--- src/hdl/scc_pkg.sv ---
package scc_pkg;

  localparam int VW = 5;
  localparam int NODES = 32;

  typedef enum logic [1:0] {
    REQ_ADD   = 2'd0,
    REQ_CLEAR = 2'd1,
    REQ_RUN   = 2'd2,
    REQ_NONE  = 2'd3
  } req_t;

  typedef enum logic [3:0] {
    ST_IDLE,
    ST_CLEAR,
    ST_ROOT,
    ST_SCAN,
    ST_FINISH,
    ST_POP,
    ST_RETURN,
    ST_DONE
  } state_t;

  typedef struct packed {
    logic clr_graph;
    logic add_edge;
    logic clr_visit;
    logic enter_root;
    logic scan_step;
    logic pop_step;
    logic ret_step;
    logic root_step;
  } cmd_t;

  typedef struct packed {
    logic root_visited;
    logic root_last;
    logic scan_end;
    logic is_root;
    logic pop_match;
    logic csp_empty;
  } sts_t;

endpackage

--- src/hdl/scc_ctrl.sv ---
module scc_ctrl
  import scc_pkg::*;
(
  input  logic   clk,
  input  logic   rst_n,
  input  logic   in_fire,
  input  req_t   in_req,
  input  logic   out_busy,
  input  sts_t   sts,
  output logic   in_ready,
  output cmd_t   cmd
);

  state_t state_r, state_nxt;

  always_ff @(posedge clk) begin
    if (!rst_n) begin
      state_r <= ST_IDLE;
    end else begin
      state_r <= state_nxt;
    end
  end

  always_comb begin
    state_nxt = state_r;
    unique case (state_r)
      ST_IDLE: begin
        if (in_fire && in_req == REQ_RUN) state_nxt = ST_CLEAR;
      end
      ST_CLEAR: state_nxt = ST_ROOT;
      ST_ROOT: begin
        if (sts.root_visited) begin
          if (sts.root_last) state_nxt = ST_DONE;
        end else begin
          state_nxt = ST_SCAN;
        end
      end
      ST_SCAN: begin
        if (sts.scan_end) state_nxt = ST_FINISH;
      end
      ST_FINISH: state_nxt = sts.is_root ? ST_POP : ST_RETURN;
      ST_POP: begin
        if (!out_busy && sts.pop_match) state_nxt = ST_RETURN;
      end
      ST_RETURN: state_nxt = sts.csp_empty ? ST_ROOT : ST_SCAN;
      ST_DONE: state_nxt = ST_IDLE;
      default: state_nxt = ST_IDLE;
    endcase
  end

  always_comb begin
    cmd = '0;
    in_ready = 1'b0;
    unique case (state_r)
      ST_IDLE: begin
        in_ready = 1'b1;
        cmd.add_edge = in_fire && in_req == REQ_ADD;
        cmd.clr_graph = in_fire && in_req == REQ_CLEAR;
        cmd.clr_visit = in_fire && in_req == REQ_RUN;
      end
      ST_ROOT: begin
        cmd.enter_root = !sts.root_visited;
        cmd.root_step = sts.root_visited && !sts.root_last;
      end
      ST_SCAN: cmd.scan_step = 1'b1;
      ST_POP: cmd.pop_step = !out_busy;
      ST_RETURN: cmd.ret_step = 1'b1;
      default: ;
    endcase
  end

endmodule

--- src/hdl/scc_dp.sv ---
module scc_dp
  import scc_pkg::*;
(
  input  logic          clk,
  input  logic          rst_n,
  input  logic [VW-1:0] in_from,
  input  logic [VW-1:0] in_to,
  input  cmd_t          cmd,
  output sts_t          sts,
  output logic          emit,
  output logic [VW-1:0] emit_vertex,
  output logic          emit_end,
  output logic          emit_last,
  output logic          emit_cycle
);

  localparam int IW = $clog2(NODES);
  localparam int CW = $clog2(NODES + 1);
  localparam int DW = $clog2(NODES + 2);

  logic [NODES-1:0] adj_r [NODES];
  logic [DW-1:0]    disc_r [NODES];
  logic [DW-1:0]    low_r [NODES];
  logic [NODES-1:0] onst_r;
  logic [IW-1:0]    vstk_r [NODES];
  logic [IW-1:0]    cv_r [NODES];
  logic [CW-1:0]    cn_r [NODES];
  logic [CW-1:0]    vsp_r, csp_r;
  logic [DW-1:0]    cnt_r;
  logic [IW-1:0]    root_r;
  logic             cyc_r;

  logic [IW-1:0] v, w, top, par;
  logic [CW-1:0] nx;
  logic          bit_set, wvalid;
  logic [DW-1:0] cnt_inc;

  assign cnt_inc = cnt_r + DW'(1);
  assign v = cv_r[IW'(csp_r - CW'(1))];
  assign nx = cn_r[IW'(csp_r - CW'(1))];
  assign wvalid = nx < CW'(NODES);
  assign w = IW'(nx);
  assign bit_set = wvalid && adj_r[v][w];
  assign top = vstk_r[IW'(vsp_r - CW'(1))];
  assign par = cv_r[IW'(csp_r - CW'(2))];

  always_comb begin
    sts = '0;
    sts.root_visited = disc_r[root_r] != '0;
    sts.root_last = root_r == IW'(NODES - 1);
    sts.scan_end = !wvalid;
    sts.is_root = low_r[v] == disc_r[v];
    sts.pop_match = top == v;
    sts.csp_empty = csp_r == CW'(1);
  end

  always_ff @(posedge clk) begin
    if (!rst_n) begin
      emit <= 1'b0;
      for (int i = 0; i < NODES; i++) begin
        adj_r[i] <= '0;
        disc_r[i] <= '0;
        low_r[i] <= '0;
      end
      onst_r <= '0;
      vsp_r <= '0;
      csp_r <= '0;
      cnt_r <= '0;
      root_r <= '0;
      cyc_r <= 1'b0;
    end else begin
      emit <= cmd.pop_step;
      if (cmd.clr_graph) begin
        for (int i = 0; i < NODES; i++) adj_r[i] <= '0;
      end
      if (cmd.add_edge && 32'(in_from) < NODES && 32'(in_to) < NODES) begin
        adj_r[IW'(in_from)][IW'(in_to)] <= 1'b1;
      end
      if (cmd.clr_visit) begin
        for (int i = 0; i < NODES; i++) begin
          disc_r[i] <= '0;
          low_r[i] <= '0;
        end
        onst_r <= '0;
        vsp_r <= '0;
        csp_r <= '0;
        cnt_r <= '0;
        root_r <= '0;
        cyc_r <= 1'b0;
      end
      if (cmd.root_step) root_r <= root_r + IW'(1);
      if (cmd.enter_root || (cmd.scan_step && bit_set && disc_r[w] == '0)) begin
        automatic logic [IW-1:0] nv = cmd.enter_root ? root_r : w;
        cnt_r <= cnt_inc;
        disc_r[nv] <= cnt_inc;
        low_r[nv] <= cnt_inc;
        onst_r[nv] <= 1'b1;
        vstk_r[IW'(vsp_r)] <= nv;
        vsp_r <= vsp_r + CW'(1);
        cv_r[IW'(csp_r)] <= nv;
        cn_r[IW'(csp_r)] <= '0;
        csp_r <= csp_r + CW'(1);
        if (cmd.scan_step) cn_r[IW'(csp_r - CW'(1))] <= nx + CW'(1);
      end else if (cmd.scan_step && wvalid) begin
        cn_r[IW'(csp_r - CW'(1))] <= nx + CW'(1);
        if (bit_set && onst_r[w] && disc_r[w] < low_r[v]) low_r[v] <= disc_r[w];
      end
      if (cmd.pop_step) begin
        vsp_r <= vsp_r - CW'(1);
        onst_r[top] <= 1'b0;
        emit_vertex <= VW'(top);
        emit_end <= top == v;
        if (top != v) cyc_r <= 1'b1;
        emit_last <= top == v && vsp_r == CW'(1) && 32'(cnt_r) == NODES;
        emit_cycle <= cyc_r || top != v;
      end
      if (cmd.ret_step) begin
        csp_r <= csp_r - CW'(1);
        if (csp_r != CW'(1) && low_r[v] < low_r[par]) low_r[par] <= low_r[v];
      end
    end
  end

`ifndef ASSERT_OFF
  a_vsp_bound: assert property (@(posedge clk) disable iff (!rst_n) vsp_r <= CW'(NODES))
    else $error("vertex stack overflow");
  a_csp_bound: assert property (@(posedge clk) disable iff (!rst_n)
    csp_r <= vsp_r + CW'(1))
    else $error("call stack deeper than vertex stack");
  a_pop_nonempty: assert property (@(posedge clk) disable iff (!rst_n)
    cmd.pop_step |-> vsp_r != '0)
    else $error("pop from empty stack");
`endif

endmodule

--- src/hdl/strongly_connected_components.sv ---
// Channel | Direction | Payload
// in_     | slave     | tuser: req_type[1:0]; tdata: from_node[4:0], to_node[9:5]
// out_    | master    | tdata: vertex[4:0], component_end[5], has_cycle[6]; tlast
// An edge or clear request is taken while idle and the next may follow at once.
// A run scans the adjacency row of each vertex it enters, plus entry, pop and return steps per vertex.
// The scan walks one adjacency bit per cycle; that loop sets the run length.
// A pop waits until the output register is free and no output from the previous pop is pending.
// Reset clears the graph at once; no clearing pass is needed.
// A stalled output holds the pop sequencer; no request is taken during a run.
module strongly_connected_components
  import scc_pkg::*;
(
  input  logic        clk,
  input  logic        rst_n,
  input  logic        in_tvalid,
  output logic        in_tready,
  input  logic [15:0] in_tdata,  // from_node, to_node
  input  logic [1:0]  in_tuser,  // req_type
  output logic        out_tvalid,
  input  logic        out_tready,
  output logic [7:0]  out_tdata, // vertex, component_end, has_cycle
  output logic        out_tlast
);

  cmd_t cmd;
  sts_t sts;
  logic in_fire, emit, e_end, e_last, e_cyc;
  logic [VW-1:0] e_v;
  logic busy;

  assign in_fire = in_tvalid && in_tready;
  assign busy = (out_tvalid && !out_tready) || emit;

  scc_ctrl u_ctrl (
    .clk(clk), .rst_n(rst_n), .in_fire(in_fire),
    .in_req(req_t'(in_tuser)), .out_busy(busy), .sts(sts),
    .in_ready(in_tready), .cmd(cmd)
  );

  scc_dp u_dp (
    .clk(clk), .rst_n(rst_n), .in_from(in_tdata[4:0]), .in_to(in_tdata[9:5]),
    .cmd(cmd), .sts(sts), .emit(emit), .emit_vertex(e_v), .emit_end(e_end),
    .emit_last(e_last), .emit_cycle(e_cyc)
  );

  always_ff @(posedge clk) begin
    if (!rst_n) begin
      out_tvalid <= 1'b0;
    end else if (emit) begin
      out_tvalid <= 1'b1;
      out_tdata <= {1'b0, e_last & e_cyc, e_end, e_v};
      out_tlast <= e_last;
    end else if (out_tready) begin
      out_tvalid <= 1'b0;
    end
  end

endmodule
--- config.mk ---
export PLATFORM = sky130hd
export DESIGN_NAME = strongly_connected_components
export DESIGN_NICKNAME = d
export VERILOG_FILES = /design/src/hdl/scc_pkg.sv /design/src/hdl/scc_ctrl.sv /design/src/hdl/scc_dp.sv /design/src/hdl/strongly_connected_components.sv
export SDC_FILE = /design/constraint.sdc
export NUM_CORES = 2
export LEC_CHECK = 0
export BUFFER_PORTS_ARGS = -buffer_cell sky130_fd_sc_hd__buf_2
export CELL_PAD_IN_SITES_DETAIL_PLACEMENT = 0
export CELL_PAD_IN_SITES_GLOBAL_PLACEMENT = 1
export CORE_MARGIN = 2
export CORE_UTILIZATION = 48
export CTS_BUF_LIST = sky130_fd_sc_hd__clkbuf_8
export CTS_CLUSTER_DIAMETER = 30
export DETAILED_ROUTE_END_ITERATION = 16
export GPL_TIMING_DRIVEN = 0
export PLACE_DENSITY_LB_ADDON = 0.3
export SLEW_MARGIN = 20
export SYNTH_ARGS = -nofsm -noshare
export SYNTH_HDL_FRONTEND = slang
export SYNTH_SLANG_ARGS = --single-unit
--- constraint.sdc ---
create_clock -name clk -period 8.32 [get_ports clk]
set_input_delay 1.248 -clock clk [delete_from_list [all_inputs] [get_ports clk]]
set_output_delay 1.248 -clock clk [all_outputs]
set_load 0.05 [all_outputs]
==> impl_metrics.tcl <==
set metrics [dict create \
    outcome "finished with violations" \
    violations "negative setup slack" \
    syn-num-nets 8830 \
    coreArea_sq_um 189800 \
    fillers 16290 \
    worst_slack_ns -0.1443 \
    yosysSeqAreaShare_pct 53.79 \
    netlist_area_sq_um 91490 \
    hold_class "register to register" \
    max-clock-path-buffers 4 \
    drc 0 \
    slew-limit-headroom_pct 10.35 \
    dp_slack_ns -6.577 \
    cpPeakStageDelay_ns 0.84 \
    cap_violations 0 \
    grt_use_met2_pct 66.82 \
    period_share_pct 101.7 \
    first_global_vias 79720 \
    die_area_sq_um 194100 \
    hpwlAfterDp_um 349600 \
    ys_seq_elements 2002 \
    h-tree-depth 5 \
    synth_enable_flop_cells 912 \
    power.leakage_nw 38.21 \
    clockRootBuffer "clkbuf_8" \
    final_common_cell "nand2_1" \
    antenna_found_initial 60 \
    wl_per_cell_um 40.41 \
    routed_wl_um 498100 \
    io_pins 33 \
    synth_warnings 0 \
    grt_pass1_wl_um 664100 \
    synth_top_family_by_area "simple AND/OR/NAND/NOR gates" \
    insertion_delay_ns 1.16 \
    synth_compound_area_share_pct 15.34 \
    arrival_ns 9.23 \
    max-vdd-ir-drop_uv 262.2 \
    synth_xor_area_share_pct 0.3515 \
    p_per_area_nw_per_um2 233.1 \
    drive_gt1_share_pct 20.84 \
    grt.total_usage_pct 49.95 \
    syn2layout_area_growth_pct 21.22 \
    fin_nets 9465 \
    fmax_mhz 118.1 \
    cts_tree "done" \
    crit_path_start_kind "register" \
    busiest_layer "met2" \
    synth-simple-area-share_pct 16.07 \
    clock_sinks 2002 \
    die_x_um 440.6 \
    cp-end-kind "register" \
    syn_avg_cell_area_sq_um 10.42 \
    die_y_um 440.6 \
    cp_max_fo 10 \
    finalCriticalPeriod_ns 8.464 \
    synthDistinctLibCells 112 \
    gr-usage-met3_pct 22.99 \
    maxSlewViolCount 0 \
    skew_ns 0.09953 \
    vias_per_cell 7.105 \
    clk_pin_slew_ns 0.06 \
    setup_viol 313 \
    grt_max_degree 74 \
    syn_inst 8780 \
    gr-usage-met1_pct 64.44 \
    critPathRequiredTime_ns 9.09 \
    fin_area_sq_um 110900 \
    synth_flop_cell "dfxtp_1" \
    place_congestion 1.108 \
    drtPass1Iterations 8 \
    io_buffer_count 24 \
    async_flop_share_pct 0 \
    hold_viol 0 \
    routed-via-count 87580 \
    rows 160 \
    synth_fa_ha_area_share_pct 0.3829 \
    numCtsBuffers 451 \
    criticalPathCategory "register to register" \
    start_util_pct 48.21 \
    synth_mux_area_share_pct 9.568 \
    placed_area_sq_um 95400 \
    crit_slowest_cell "clkbuf_1" \
    tightest_slew_ns 1.340 \
    antenna_left 0 \
    final_cell_mix "nand2_1 (1660), dfxtp_1 (1088), edfxtp_1 (912)" \
    overflow 0 \
    first_iter_violations 16530 \
]
==> report_power, final <==
group	internal, mW	leakage, nW	switching, mW	total (mW)
Clock	7.74	5.40	5.09	12.8
Sequential	10.4	17.4	0.111	10.5
Combinational	0.591	15.4	1.94	2.54
==> through the flow <==
step / setup TNS, ns / util, % / total power, mW / hold slack, ns / cells
floorplan: 0 / - / 11.57 / 0.4003 / 8780
global placement: -8265.22 / 49.93 / 12.73 / 0.4257 / 11320
detailed placement: -7116.84 / 50.27 / 12.77 / 0.4346 / 11340
CTS: 0 / 57.77 / 25.45 / 0.4390 / 12240
global route: -0.05838 / 58.40 / 26.12 / 0.4591 / 12300
finish: -12.53 / 58.44 / 25.85 / 0.4442 / 12330
==> final cells by class <==
class	count	area, sq um	share of cell area, %
multi-input combinational	5884	40360	36.39
inverter	53	229.0	0.2065
timing repair buffer	186	1703	1.536
buffer	837	5822	5.250
clock buffer	502	6909	6.230
tap	2511	3142	2.833
clock inverter	314	3431	3.094
sequential	2002	49210	44.38
antenna	37	92.59	0.08349
==> sequential cells by signal, summed over array words and instances (netlist names), 6 cells and up, named ones only <==
| signal | cells |
|---|---|
| u_dp.cnt_r | 6 |
| u_dp.low_r | 192 |
| u_dp.vsp_r | 6 |
| u_dp.cn_r | 192 |
| u_dp.disc_r | 192 |
| u_dp.vstk_r | 160 |
| u_dp.cv_r | 160 |
| out_tdata | 7 |
| u_dp.csp_r | 6 |
| u_dp.onst_r | 32 |
| u_dp.adj_r | 1024 |
==> metal layers <==
metal,share of wire [%],vias up
met5,0.074,-
met4,8.0,36
met3,17,1982
met2,39,8496
met1,36,43040
li1,-,34030
==> logic make-up after synthesis <==
logic type	Yosys count
xor gates and xnor gates	32
and+or+nand+nor	3292
buffers and inverters	895
AOI/OAI and AO/OA	1995
adders and majority gates	28
other	1
DFF	2002
muxes	535
==> cells in the mapped netlist (17+ instances only) <==
library cell / instances / area [sq um]
nand2_1: 1680 / 6306
dfxtp_1: 1090 / 21820
edfxtp_1: 912 / 27390
o21ai_0: 675 / 3378
clkbuf_1: 543 / 2038
a22o_1: 519 / 4546
nor2_1: 403 / 1513
nand3_1: 393 / 1967
nor3_1: 382 / 1912
mux4_2: 268 / 6036
mux2i_1: 231 / 2312
a211oi_1: 138 / 1036
buf_2: 130 / 650.6
a21oi_1: 119 / 595.6
and3_1: 104 / 650.6
a311oi_1: 89 / 779.5
buf_4: 74 / 555.5
a31oi_1: 72 / 450.4
and2_1: 63 / 394.1
buf_1: 58 / 217.7
o211ai_1: 53 / 397.9
nor4_1: 51 / 319.1
inv_1: 47 / 176.4
nor2b_1: 46 / 287.8
o22ai_1: 44 / 275.3
a32oi_1: 40 / 350.3
nand4_1: 38 / 237.7
mux2_2: 36 / 405.4
buf_6: 34 / 382.9
ha_1: 28 / 350.3
o21a_1: 25 / 187.7
nor3_2: 24 / 240.2
a22oi_1: 19 / 142.6
xnor2_1: 19 / 166.4
a221oi_1: 18 / 157.7
o31ai_1: 18 / 135.1
o2111ai_1: 17 / 148.9
or4_1: 17 / 127.6
==> worst max-delay path: cells and delay by family, from the launching register on <==
family                     cells  cell delay, ns
xor gates and xnor gates       1            0.23
adders and majority gates      1            0.22
DFF                            1            0.35
and+or+nand+nor                4            0.79
buffers and inverters         13            3.48
AOI/OAI and AO/OA              9            2.33
muxes                          1            0.61
==> worst paths after layout <==
check                      start                  to  slack (ns)  depth (start not counted)
max                u_dp.csp_r[0]  u_dp.disc_r[12][5]       -0.14                         29
min          u_dp.emit_vertex[4]        out_tdata[4]        0.44                          0
max reg2reg        u_dp.csp_r[0]  u_dp.disc_r[12][5]       -0.14                         29
min reg2reg  u_dp.emit_vertex[4]        out_tdata[4]        0.44                          0
==> repair_timing <==
| action | 4_1_cts | 5_1_grt |
|---|---|---|
| setup buffers | 85 | 48 |
| gates cloned | 0 | 2 |
| pin swaps | 51 | 31 |
| endpoints found under the setup margin | 1656 | 1400 |
| hold buffers | 0 | 0 |
| resized for setup | 884 | 230 |
Note: power is estimated with default switching activity, not from simulation.
